==> src/rtl/stt_pkg.sv <==
package stt_pkg;

  // Default geometry of the table.
  localparam int DEFAULT_SLOTS       = 8;
  localparam int DEFAULT_DIGEST_BITS = 64;

  // Fixed field widths.
  localparam int TIME_BITS      = 48;
  localparam int TOKEN_BITS     = 64;
  localparam int MODE_BITS      = 3;
  localparam int STATUS_BITS    = 3;
  localparam int SLOT_OUT_BITS  = 3;
  localparam int COUNT_OUT_BITS = 4;
  localparam int IDLE_CFG_BITS  = 11;
  localparam int LIFE_CFG_BITS  = 14;

  // Stream and configuration port widths.
  localparam int S_TDATA_BITS    = 112;
  localparam int S_TUSER_BITS    = 4;
  localparam int M_TDATA_BITS    = 16;
  localparam int CFG_INDEX_BITS  = 1;
  localparam int CFG_DATA_BITS   = 14;

  // Configuration register indexes and reset values.
  localparam logic [CFG_INDEX_BITS-1:0] CFG_IDLE_LIMIT     = 1'b0;
  localparam logic [CFG_INDEX_BITS-1:0] CFG_LIFETIME_LIMIT = 1'b1;
  localparam logic [IDLE_CFG_BITS-1:0]  IDLE_LIMIT_RESET   = 11'd15;
  localparam logic [LIFE_CFG_BITS-1:0]  LIFE_LIMIT_RESET   = 14'd24;

  // Microseconds per minute and per hour.
  localparam logic [TIME_BITS-1:0] US_PER_MIN  = 48'd60_000_000;
  localparam logic [TIME_BITS-1:0] US_PER_HOUR = 48'd3_600_000_000;

  // Request modes.
  localparam logic [MODE_BITS-1:0] MODE_CREATE      = 3'd0;
  localparam logic [MODE_BITS-1:0] MODE_VALIDATE    = 3'd1;
  localparam logic [MODE_BITS-1:0] MODE_DESTROY     = 3'd2;
  localparam logic [MODE_BITS-1:0] MODE_DESTROY_ALL = 3'd3;
  localparam logic [MODE_BITS-1:0] MODE_CLEANUP     = 3'd4;

  // Result status codes.
  localparam logic [STATUS_BITS-1:0] STATUS_OK           = 3'd0;
  localparam logic [STATUS_BITS-1:0] STATUS_NOT_FOUND    = 3'd1;
  localparam logic [STATUS_BITS-1:0] STATUS_LIFE_EXPIRED = 3'd2;
  localparam logic [STATUS_BITS-1:0] STATUS_IDLE_EXPIRED = 3'd3;
  localparam logic [STATUS_BITS-1:0] STATUS_MALFORMED    = 3'd4;

  // One request as taken from the input stream.
  typedef struct packed {
    logic [MODE_BITS-1:0]  mode;
    logic [TOKEN_BITS-1:0] token_digest;
    logic                  token_well_formed;
    logic [TIME_BITS-1:0]  now_us;
  } stt_item_t;

  // One result item.
  typedef struct packed {
    logic [STATUS_BITS-1:0]    status;
    logic [SLOT_OUT_BITS-1:0]  slot_index;
    logic                      evicted_live;
    logic [COUNT_OUT_BITS-1:0] expired_count;
  } stt_result_t;

  // Timeout limits in microseconds.
  typedef struct packed {
    logic [TIME_BITS-1:0] life_us;
    logic [TIME_BITS-1:0] idle_us;
  } stt_limits_t;

  // Outcome of evaluating one table entry.
  typedef struct packed {
    logic                 match;
    logic                 life_over;
    logic                 idle_over;
    logic                 older;
    logic [TIME_BITS-1:0] age;
  } stt_verdict_t;

endpackage

==> src/rtl/stt_limits.sv <==
module stt_limits
  import stt_pkg::*;
(
  input  logic                      clk,
  input  logic                      rst,
  input  logic                      cfg_valid,
  output logic                      cfg_ready,
  input  logic [CFG_INDEX_BITS-1:0] cfg_index,
  input  logic [CFG_DATA_BITS-1:0]  cfg_data,
  output stt_limits_t               limits
);

  logic [IDLE_CFG_BITS-1:0] idle_minutes;
  logic [LIFE_CFG_BITS-1:0] life_hours;

  // Registers accept a write in every cycle.
  assign cfg_ready = 1'b1;

  // Configuration registers.
  always_ff @(posedge clk) begin
    if (rst) begin
      idle_minutes <= IDLE_LIMIT_RESET;
      life_hours   <= LIFE_LIMIT_RESET;
    end else if (cfg_valid) begin
      unique case (cfg_index)
        CFG_IDLE_LIMIT:     idle_minutes <= cfg_data[IDLE_CFG_BITS-1:0];
        CFG_LIFETIME_LIMIT: life_hours   <= cfg_data[LIFE_CFG_BITS-1:0];
      endcase
    end
  end

  // Limits scaled to microseconds; each is a narrow value times a constant.
  always_ff @(posedge clk) begin
    limits.idle_us <= TIME_BITS'(idle_minutes) * US_PER_MIN;
    limits.life_us <= TIME_BITS'(life_hours) * US_PER_HOUR;
  end

endmodule

==> src/rtl/stt_age_unit.sv <==
module stt_age_unit
  import stt_pkg::*;
#(
  parameter int DIG_BITS = DEFAULT_DIGEST_BITS
) (
  input  logic [TIME_BITS-1:0] now,
  input  logic [TIME_BITS-1:0] created,
  input  logic [TIME_BITS-1:0] last_seen,
  input  logic [TIME_BITS-1:0] best_age,
  input  stt_limits_t          limits,
  input  logic [DIG_BITS-1:0]  key,
  input  logic [DIG_BITS-1:0]  entry_digest,
  output stt_verdict_t         verdict
);

  logic [TIME_BITS-1:0] life_age;
  logic [TIME_BITS-1:0] idle_age;

  // Ages wrap modulo the width of the time counter.
  assign life_age = now - created;
  assign idle_age = now - last_seen;

  // Digest match, both timeout tests and the oldest-entry compare.
  assign verdict.match     = (key == entry_digest);
  assign verdict.life_over = (life_age > limits.life_us);
  assign verdict.idle_over = (idle_age > limits.idle_us);
  assign verdict.older     = (idle_age > best_age);
  assign verdict.age       = idle_age;

endmodule

==> src/rtl/stt_ctrl.sv <==
module stt_ctrl
  import stt_pkg::*;
#(
  parameter int SLOTS    = DEFAULT_SLOTS,
  parameter int DIG_BITS = DEFAULT_DIGEST_BITS
) (
  input  logic        clk,
  input  logic        rst,
  input  logic        item_valid,
  output logic        item_ready,
  input  stt_item_t   item,
  input  stt_limits_t limits,
  input  logic        out_free,
  output logic        res_valid,
  output stt_result_t res
);

  localparam int SLOT_W = (SLOTS > 1) ? $clog2(SLOTS) : 1;
  localparam int CNT_W  = $clog2(SLOTS + 1);
  localparam logic [SLOT_W-1:0] LAST_SLOT = SLOT_W'(SLOTS - 1);

  localparam logic [1:0] ST_IDLE   = 2'd0;
  localparam logic [1:0] ST_SCAN   = 2'd1;
  localparam logic [1:0] ST_FINISH = 2'd2;
  localparam logic [1:0] ST_DONE   = 2'd3;

  typedef struct packed {
    logic [DIG_BITS-1:0]  digest;
    logic [TIME_BITS-1:0] created;
    logic [TIME_BITS-1:0] last_seen;
  } entry_t;

  logic [1:0]           state;
  logic [MODE_BITS-1:0] mode;
  logic [DIG_BITS-1:0]  key;
  logic [TIME_BITS-1:0] now;
  logic [SLOTS-1:0]     valid;
  logic [SLOT_W-1:0]    scan_ptr;
  logic                 issuing;
  logic                 eval_valid;
  logic [SLOT_W-1:0]    eval_slot;
  logic [SLOT_W-1:0]    pick;
  logic                 evict_live;
  logic [TIME_BITS-1:0] best_age;
  logic                 found;
  logic                 match_life;
  logic                 match_idle;
  logic [TIME_BITS-1:0] match_created;
  logic [CNT_W-1:0]     cnt;
  logic [STATUS_BITS-1:0] res_status;
  logic [SLOT_W-1:0]    res_slot;
  logic                 res_evl;

  entry_t               mem [SLOTS];
  entry_t               rd_entry;
  entry_t               wr_entry;
  logic                 wr_en;

  logic                 free_any;
  logic [SLOT_W-1:0]    free_slot;
  stt_verdict_t         verdict;

  // Lowest free slot from the valid bits.
  always_comb begin
    free_any  = 1'b0;
    free_slot = '0;
    for (int i = SLOTS - 1; i >= 0; i--) begin
      if (!valid[i]) begin
        free_any  = 1'b1;
        free_slot = SLOT_W'(i);
      end
    end
  end

  // Shared entry evaluator, fed one slot per cycle during a scan.
  stt_age_unit #(
    .DIG_BITS (DIG_BITS)
  ) u_age (
    .now          (now),
    .created      (rd_entry.created),
    .last_seen    (rd_entry.last_seen),
    .best_age     (best_age),
    .limits       (limits),
    .key          (key),
    .entry_digest (rd_entry.digest),
    .verdict      (verdict)
  );

  // Entry write-back: a new session, or a refreshed last-seen time.
  always_comb begin
    wr_en = (state == ST_FINISH) &&
            ((mode == MODE_CREATE) ||
             ((mode == MODE_VALIDATE) && found && !match_life && !match_idle));
    wr_entry.digest    = key;
    wr_entry.created   = (mode == MODE_CREATE) ? now : match_created;
    wr_entry.last_seen = now;
  end

  // Entry memory with a registered read port.
  always_ff @(posedge clk) begin
    if (wr_en) begin
      mem[pick] <= wr_entry;
    end
    rd_entry <= mem[scan_ptr];
  end

  // Sequencer.
  always_ff @(posedge clk) begin
    if (rst) begin
      state      <= ST_IDLE;
      valid      <= '0;
      issuing    <= 1'b0;
      eval_valid <= 1'b0;
    end else begin
      eval_valid <= 1'b0;
      unique case (state)
        ST_IDLE: begin
          if (item_valid) begin
            mode       <= item.mode;
            key        <= item.token_digest[DIG_BITS-1:0];
            now        <= item.now_us;
            res_status <= STATUS_OK;
            res_slot   <= '0;
            res_evl    <= 1'b0;
            cnt        <= '0;
            found      <= 1'b0;
            evict_live <= 1'b0;
            best_age   <= '0;
            scan_ptr   <= '0;
            issuing    <= 1'b0;
            if ((item.mode <= MODE_DESTROY) && !item.token_well_formed) begin
              res_status <= STATUS_MALFORMED;
              state      <= ST_DONE;
            end else begin
              unique case (item.mode)
                MODE_CREATE: begin
                  if (free_any) begin
                    pick  <= free_slot;
                    state <= ST_FINISH;
                  end else begin
                    issuing <= 1'b1;
                    state   <= ST_SCAN;
                  end
                end
                MODE_VALIDATE, MODE_DESTROY, MODE_CLEANUP: begin
                  issuing <= 1'b1;
                  state   <= ST_SCAN;
                end
                MODE_DESTROY_ALL: begin
                  valid <= '0;
                  state <= ST_DONE;
                end
                default: begin
                  res_status <= STATUS_NOT_FOUND;
                  state      <= ST_DONE;
                end
              endcase
            end
          end
        end

        ST_SCAN: begin
          // Issue one read per cycle; its data is evaluated in the next cycle.
          if (issuing) begin
            if (scan_ptr == LAST_SLOT) begin
              issuing <= 1'b0;
            end else begin
              scan_ptr <= scan_ptr + 1'b1;
            end
          end
          eval_valid <= issuing;
          eval_slot  <= scan_ptr;

          if (eval_valid) begin
            if (mode == MODE_CREATE) begin
              // Table is full: keep the entry idle the longest.
              if ((eval_slot == '0) || verdict.older) begin
                best_age   <= verdict.age;
                pick       <= eval_slot;
                evict_live <= !(verdict.life_over || verdict.idle_over);
              end
            end else if (mode == MODE_CLEANUP) begin
              if (valid[eval_slot] && (verdict.life_over || verdict.idle_over)) begin
                valid[eval_slot] <= 1'b0;
                cnt              <= cnt + 1'b1;
              end
            end else if (valid[eval_slot] && verdict.match) begin
              found         <= 1'b1;
              pick          <= eval_slot;
              match_life    <= verdict.life_over;
              match_idle    <= verdict.idle_over;
              match_created <= rd_entry.created;
              state         <= ST_FINISH;
            end
            if (eval_slot == LAST_SLOT) begin
              state <= ST_FINISH;
            end
          end
        end

        ST_FINISH: begin
          issuing <= 1'b0;
          state   <= ST_DONE;
          unique case (mode)
            MODE_CREATE: begin
              valid[pick] <= 1'b1;
              res_slot    <= pick;
              res_evl     <= evict_live;
            end
            MODE_VALIDATE: begin
              if (found) begin
                res_slot <= pick;
                if (match_life) begin
                  res_status  <= STATUS_LIFE_EXPIRED;
                  valid[pick] <= 1'b0;
                end else if (match_idle) begin
                  res_status  <= STATUS_IDLE_EXPIRED;
                  valid[pick] <= 1'b0;
                end
              end else begin
                res_status <= STATUS_NOT_FOUND;
              end
            end
            MODE_DESTROY: begin
              if (found) begin
                res_slot    <= pick;
                valid[pick] <= 1'b0;
              end else begin
                res_status <= STATUS_NOT_FOUND;
              end
            end
            default: begin
              res_status <= STATUS_OK;
            end
          endcase
        end

        ST_DONE: begin
          if (out_free) begin
            state <= ST_IDLE;
          end
        end

        default: begin
          state <= ST_IDLE;
        end
      endcase
    end
  end

  // Handshake toward the top level.
  assign item_ready = (state == ST_IDLE);
  assign res_valid  = (state == ST_DONE) && out_free;

  assign res.status        = res_status;
  assign res.slot_index    = SLOT_OUT_BITS'(res_slot);
  assign res.evicted_live  = res_evl;
  assign res.expired_count = COUNT_OUT_BITS'(cnt);

endmodule

==> src/rtl/session_table_with_timeouts.sv <==
// Channel   Direction  Handshake                Payload
// s_*       in         s_tvalid / s_tready      s_tdata, s_tuser: one request
// m_*       out        m_tvalid / m_tready      m_tdata: one result per request
// cfg_*     in         cfg_valid / cfg_ready    cfg_index, cfg_data: limit write
//
// A full table scan reads the entry memory one slot per cycle, so a create on
// a full table, validate, destroy and cleanup, which scan the table, take
// longer than other requests; validate and destroy stop at the first match.
// Each result waits in the done state until the output register is free.
// Reset clears the valid bits at once and restores the limit registers.
// A result held in the output register does not stall the next request; only
// its completion waits for the register to drain.
module session_table_with_timeouts
  import stt_pkg::*;
#(
  parameter int SESSION_SLOTS = DEFAULT_SLOTS,
  parameter int DIGEST_BITS   = DEFAULT_DIGEST_BITS
) (
  input  logic                      clk,
  input  logic                      rst,
  input  logic                      s_tvalid,
  output logic                      s_tready,
  input  logic [S_TDATA_BITS-1:0]   s_tdata,   // token_digest[63:0], now_us[111:64]
  input  logic [S_TUSER_BITS-1:0]   s_tuser,   // mode[2:0], token_well_formed[3]
  output logic                      m_tvalid,
  input  logic                      m_tready,
  output logic [M_TDATA_BITS-1:0]   m_tdata,   // status[2:0], slot_index[5:3],
                                               // evicted_live[6], expired_count[10:7]
  input  logic                      cfg_valid,
  output logic                      cfg_ready,
  input  logic [CFG_INDEX_BITS-1:0] cfg_index,
  input  logic [CFG_DATA_BITS-1:0]  cfg_data
);

  stt_item_t   item;
  stt_limits_t limits;
  stt_result_t res;
  logic        res_valid;
  logic        out_free;

  // Unpack the request fields.
  assign item.token_digest      = s_tdata[TOKEN_BITS-1:0];
  assign item.now_us            = s_tdata[TOKEN_BITS +: TIME_BITS];
  assign item.mode              = s_tuser[MODE_BITS-1:0];
  assign item.token_well_formed = s_tuser[MODE_BITS];

  stt_limits u_limits (
    .clk       (clk),
    .rst       (rst),
    .cfg_valid (cfg_valid),
    .cfg_ready (cfg_ready),
    .cfg_index (cfg_index),
    .cfg_data  (cfg_data),
    .limits    (limits)
  );

  stt_ctrl #(
    .SLOTS    (SESSION_SLOTS),
    .DIG_BITS (DIGEST_BITS)
  ) u_ctrl (
    .clk        (clk),
    .rst        (rst),
    .item_valid (s_tvalid),
    .item_ready (s_tready),
    .item       (item),
    .limits     (limits),
    .out_free   (out_free),
    .res_valid  (res_valid),
    .res        (res)
  );

  // Output register; free when empty or being drained this cycle.
  assign out_free = !m_tvalid || m_tready;

  always_ff @(posedge clk) begin
    if (rst) begin
      m_tvalid <= 1'b0;
    end else if (res_valid) begin
      m_tvalid <= 1'b1;
    end else if (m_tready) begin
      m_tvalid <= 1'b0;
    end
  end

  always_ff @(posedge clk) begin
    if (res_valid) begin
      m_tdata <= M_TDATA_BITS'({res.expired_count, res.evicted_live,
                                res.slot_index, res.status});
    end
  end

endmodule

==> config.mk <==
export PLATFORM = sky130hd
export DESIGN_NAME = session_table_with_timeouts
export DESIGN_NICKNAME = d
export VERILOG_FILES = /design/src/rtl/stt_pkg.sv /design/src/rtl/stt_limits.sv /design/src/rtl/stt_age_unit.sv /design/src/rtl/stt_ctrl.sv /design/src/rtl/session_table_with_timeouts.sv
export SDC_FILE = /design/constraint.sdc
export NUM_CORES = 2
export LEC_CHECK = 0
export BUFFER_PORTS_ARGS = -buffer_cell sky130_fd_sc_hd__buf_2
export CAP_MARGIN = 0
export CORE_MARGIN = 3
export CORE_UTILIZATION = 63
export CTS_CLUSTER_SIZE = 8
export DETAILED_ROUTE_END_ITERATION = 10
export PLACE_DENSITY = 0.77
export SLEW_MARGIN = 10
export SYNTH_ARGS = -nofsm -noshare
export SYNTH_HDL_FRONTEND = slang
export SYNTH_SLANG_ARGS = --single-unit
==> constraint.sdc <==
create_clock -name clk -period 15.9 [get_ports clk]
set_clock_uncertainty 0.15 [all_clocks]
set_input_delay 2.385 -clock clk [delete_from_list [all_inputs] [get_ports clk]]
set_output_delay 2.385 -clock clk [all_outputs]
set_load 0.005 [all_outputs]
== After elaboration in Yosys (flattened, before gate mapping) ==
Memory sizes are Yosys's and may differ from the RTL's. A register that Yosys moved wholly into a read port is not among the register bits.
Cells that the tools add are included.

* Memories: 1
* Output and inout bits: 19
* RAM bits: 1280
* Word-level logic and storage cells: 250
* Input bits: 136
* Register bits: 349

{| class="wikitable"
|+ Memories
! memory !! depth !! bits a word !! rd ports !! clocked after memory_dff !! wr ports !! RTL line !! source
|-
| u_ctrl.mem || 8 || 160 || 1 || 1 || 1 || stt_ctrl.sv:54 || <nowiki>entry_t mem [SLOTS];</nowiki>
|}

* Add/sub/neg operators: 4
* $lt $le $gt $ge: 8
* Equality and inequality tests: 45
* Multiplexer cells: 107
* Reduce and logical (&&, ||, !) cells: 47
* Bitwise operators: 10
* Multiply operators: 2

{| class="wikitable"
|+ Operator list
! kind !! number
|-
| 48-bit 2-to-1 mux || 5
|-
| 48-bit one-hot mux with 2 select lines || 1
|-
| 48-bit subtractor || 2
|-
| 8-bit 2-to-1 mux || 11
|-
| 3-bit 2-to-1 mux || 27
|-
| 64-bit == test || 1
|-
| 48-bit by 37-bit greater-than comparator with 1-bit output || 1
|-
| 48-bit by 46-bit greater-than comparator with 1-bit output || 1
|-
| 48-bit greater-than comparator || 1
|-
| 8-bit one-hot mux with 3 select lines || 2
|-
| 14-bit by 22-bit multiplier with 36-bit output, second input constant || 1
|-
| 1-bit 2-to-1 mux || 30
|-
| 3-bit one-hot mux with 2 select lines || 5
|-
| 11-bit by 18-bit multiplier with 29-bit output, second input constant || 1
|-
| 6-bit AND reduction || 4
|-
| 2-bit by 1-bit inequality test with 1-bit output, second input constant || 11
|-
| 4-bit 2-to-1 mux || 5
|-
| 2-bit 2-to-1 mux || 9
|-
| 8-bit AND || 2
|-
| 8-bit inverter || 2
|-
| 3-bit inequality test, second input constant || 5
|-
| 2-bit inequality test, second input constant || 7
|-
| 7-bit AND reduction || 2
|-
| 3-bit == test, second input constant || 4
|-
| other kinds (40) || 83
|}

== Longest topological paths before layout ==
* Depth after elaboration: 13
* Depth in mapped cells: 27
* Gate-level depth less buffers: 26

== Hierarchy ==
From an unflattened synthesis, not the netlist that was laid out.

* Cells, all modules: 5112
* Area, all modules: 81801.0 µm²

{| class="wikitable"
|+ By module, submodules not included
! module !! sequential area each (µm²) !! times used !! area each (µm²) !! cells an instance
|-
| stt_ctrl || 48936.9 || 1 || 60581.9 || 2579
|-
| stt_limits || 1801.7 || 1 || 11133.2 || 1137
|-
| stt_age_unit || 0.0 || 1 || 9668.0 || 1375
|-
| session_table_with_timeouts || 350.3 || 1 || 417.9 || 21
|}

== Worst setup path before layout ==
No wires, ideal clock.

* Kind: register -> register
* From: register u_ctrl.now[0]
* To: register u_ctrl.best_age[0], enable pin
* Arrival: 11.163 ns
* Cell stages (with the launch flop): 22
* Buffers on the path: 0
* Data required time: 15.032 ns
* Period minus slack after synthesis: 12.031 ns
* Setup slack: 3.869 ns
* Cell sequence: edfxtp_1 -> inv_1 -> ha_1 -> inv_1 -> fa_1 -> a21oi_1 -> o21ai_2 -> a31oi_2 -> o21ai_1 -> nor2b_1 -> a21oi_1 -> nor2_1 -> nor2_1 -> xnor2_1 -> ha_1 -> nand4_1 -> nor4_1 -> nand2_1 -> a21oi_1 -> a211oi_1 -> o21a_1 -> a2111oi_0

* Longest elaborated chain between the ends: 5

{| class="wikitable"
|+ RTL lines
! what !! RTL line !! source
|-
| start, declared || stt_ctrl.sv:36 || <nowiki>logic [TIME_BITS-1:0] now;</nowiki>
|-
| start signal, assigned || stt_ctrl.sv:121 || <nowiki>now <= item.now_us;</nowiki>
|-
| 48-bit subtractor || stt_age_unit.sv:21 || <nowiki>assign idle_age = now - last_seen;</nowiki>
|-
| net u_ctrl.u_age.idle_age[30] || stt_age_unit.sv:17 || <nowiki>logic [TIME_BITS-1:0] idle_age;</nowiki>
|-
| 48-bit greater-than comparator || stt_age_unit.sv:27 || <nowiki>assign verdict.older = (idle_age > best_age);</nowiki>
|-
| 1-bit logical OR || stt_ctrl.sv:177 || <nowiki>if ((eval_slot == '0) || verdict.older) begin</nowiki>
|-
| 2-bit by 1-bit inequality test with 1-bit output (no line) || - ||
|-
| 6-bit AND reduction (no line) || - ||
|-
| end signal, assigned || stt_ctrl.sv:178 || <nowiki>best_age <= verdict.age;</nowiki>
|-
| end, declared || stt_ctrl.sv:44 || <nowiki>logic [TIME_BITS-1:0] best_age;</nowiki>
|}

The timed path passes the listed nets, and every way through them passes these cells.
A chain may end at the register's enable or synchronous reset.

==> flow_summary.toml <==
[cts]
postCtsHoldBufs = 0
ctsHtreeMaxLevel = 5
numCtsBuffers = 275
clockBufferDepth = 4
ctsResizeCount = 0
clock-root-buffer = "clkbuf_16"
cts_tree = "done"
post_cts_buffers = 0
clock_sink_count = 1789
clock_latency_ns = 0.89
clk_pin_slew_worst_paths_ns = 0.05

[layout]
drive_gt1_share_pct = 18.4
fill_cells = 7521
area_delta_synth_final_pct = 12.8
nNetsFinal = 6144
final_util_pct = 72.1
final_cell_count_no_fill = 7246

[placed_design]
hpwlAfterDp_mm = 114
gp_congestion = 0.921
pre_cts_ws_ns = 8.88
io_buffers = 148
dp_cells = 6793

[power]
p_per_area_nw_per_um2 = 175
p_leak_nw = 34.1
peakVddDrop_mv = 0.131

[timing]
finalSetupViolCount = 0
rsz0062_at_grt = "false"
setup_tns_ns = 0
finalCritPeriodShare_pct = 45.1
fin_ws_ns = 8.72
tightestPinTransition_ns = 1.24
fmax_mhz = 139
drv_slew = 0
max_slew_margin_pct = 17.6
timing.final.crit_period_ns = 7.18
hold_viol = 0

[synth]
yosys.area_share.simple_pct = 4.84
synthArstFlopShare_pct = 0
ys_warn_count = 0
synth_xor_area_share_pct = 2.22
synth_edf_count = 1526
yosys-top-cells-area = "edfxtp_1 57%, mux4_2 9.0%, ha_1 6.8%, dfxtp_1 6.5%, fa_1 3.7%"
synth_top_family_by_area = "multiplexers"
synthAdderAreaFrac_pct = 10.5
synthDistinctLibCells = 94
synth_compound_area_share_pct = 4.94
postSynthCellCount = 5100
yosysTopAreaCellShare_pct = 56.8
muxShareOfSynthArea_pct = 11.3
synth.largest_area_cell = "edfxtp_1"
syn_area_sq_um = 80700
synth_common_cells = "1526 x edfxtp_1, 450 x inv_1, 439 x ha_1"
syn-mean-instance-area_sq_um = 15.8
yosysSeqAreaShare_pct = 63.3
synth_ff_type = "edfxtp_1"
ys_ff_latch = 1789
yosys.cell_count.top_type = "edfxtp_1"

[worst_setup_path]
r2r_start = "u_ctrl.now[0]"
cp.required_ns = 16.46
rrSetupSlack_ns = 8.72
max_stage_delay_ns = 0.56
worstSetupPathType = "flop to flop"
reg2regPathDepth = 26
critPathLaunchType = "flop"
cp_top_family = "compound AO/OA/AOI/OAI gates"
cp_slowest_cell = "nor4_1"
cp-end-kind = "flop"
crit_arrival_ns = 7.73
crit_path_max_fanout = 11
worstPathBufferInverterCount = 1
r2r-end = "u_ctrl.valid[6]"

[floorplanning]
fp-row-count = 130
core_area_sq_um = 126000
die_h_um = 364
pin_count = 155
die-area_sq_um = 132000
fp.dieW_um = 364
initial_utilization_pct = 63.9

[detailed_routing]
routed_wl_mm = 198
vias = 45794
ant_nets = 0
drcViolationCount = 0
first_pass_iters = 5
drt_iter0_markers = 4501
wl_per_cell_um = 27.3
via_per_inst = 6.32

[global_routing]
grt_pass1_vias = 47546
grt_overflow_total = 0
grt_max_degree = 127
grt_first_pass_wirelength_mm = 299
antenna_found_initial = 7
grt_util_all_layers_pct = 30.6

[status]
status = "finished, final reports clean"

[hold_path]
hold_path.class = "flop to flop"
worstHoldEndpoint = "m_tdata[1]"
min_path_cells = 0
min_from = "u_ctrl.res_status[1]"

[run]
drv_cap = 0
power breakdown:
part	total [mW]	switching (mW)	internal (mW)
registers	5.87	0.281	5.59
logic	4.84	2.84	1.99
clock network	5.21	1.97	3.24
flip-flops by register name, summed over array words and instances (netlist names), 2 cells and up:
signal and cells:
m_tdata 11, u_ctrl.best_age 48, u_ctrl.cnt 4, u_ctrl.eval_slot 3, u_ctrl.key 64, u_ctrl.match_created 48, u_ctrl.mem 1280, u_ctrl.mode 3
u_ctrl.now 48, u_ctrl.pick 3, u_ctrl.rd_entry 160, u_ctrl.res_slot 3, u_ctrl.res_status 3, u_ctrl.scan_ptr 3, u_ctrl.state 2, u_ctrl.valid 8
u_limits.idle_minutes 11, u_limits.life_hours 14, u_limits.limits 65
cell type report:
cell class | instances | area, sq um | share of cell area (%)
Timing Repair Buffer | 195 | 1140 | 1.26
Tap cell | 1650 | 2060 | 2.27
Sequential cell | 1789 | 51100 | 56.1
Inverter | 450 | 1690 | 1.85
Multi-Input combinational cell | 2709 | 27400 | 30.1
Clock inverter | 8 | 76.3 | 0.0838
Antenna cell | 3 | 7.51 | 0.00824
Clock buffer | 442 | 7630 | 8.38
cells in the final DEF, fill, tap and decap left out, types with 123 or more instances in the layout:
cell / Yosys / routed
mux2_2: 161 / 161
clkbuf_1: 95 / 160
a21oi_1: 204 / 204
xnor2_1: 123 / 123
fa_1: 149 / 149
inv_1: 450 / 450
nand2_1: 322 / 321
buf_2: 9 / 148
clkbuf_16: 0 / 280
dfxtp_1: 263 / 263
mux4_2: 322 / 322
nor2_1: 148 / 140
edfxtp_1: 1526 / 1526
ha_1: 439 / 438
per-layer routing:
layer	track usage, %	wire (um)	up-vias
met2	50.0	97900	2362
met1	41.7	78000	23147
li1	-	-	19849
met3	5.37	15300	430
met4	11.4	6850	6
met5	0	33	-
cells by family after synthesis:
kind of cell	Yosys count
other	2
and+or+nand+nor	814
DFF	1789
AOI/OAI and AO/OA	610
buffers and inverters	606
adders and majority gates	588
xor gates and xnor gates	205
muxes	486
stage by stage:
stage	area [sq um]	total power, mW	hold WS [ns]
global placement	83400	10.6	0.252
floorplan	80700	9.33	0.250
global route	91100	16.7	0.271
CTS	91100	16.0	0.266
finish	91100	15.9	0.264
detailed placement	83400	10.7	0.255
worst max path at each step:
| stage | from | to | slack, ns | cells past startpoint |
|---|---|---|---|---|
| 5_1_grt | u_ctrl.now[0] | u_ctrl.valid[2] | 8.28 | 26 |
| 4_1_cts | u_ctrl.now[0] | u_ctrl.valid[6] | 8.77 | 26 |
| 3_5_place_dp | u_ctrl.now[0] | u_ctrl.valid[6] | 8.88 | 26 |
| 2_1_floorplan | u_ctrl.now[0] | u_ctrl.best_age[0] | 3.87 | 21 |
| 6_report | u_ctrl.now[0] | u_ctrl.valid[6] | 8.72 | 26 |
| 3_3_place_gp | u_ctrl.now[0] | u_ctrl.valid[6] | 9.08 | 26 |
Note: power is estimated with default switching activity, not from simulation.
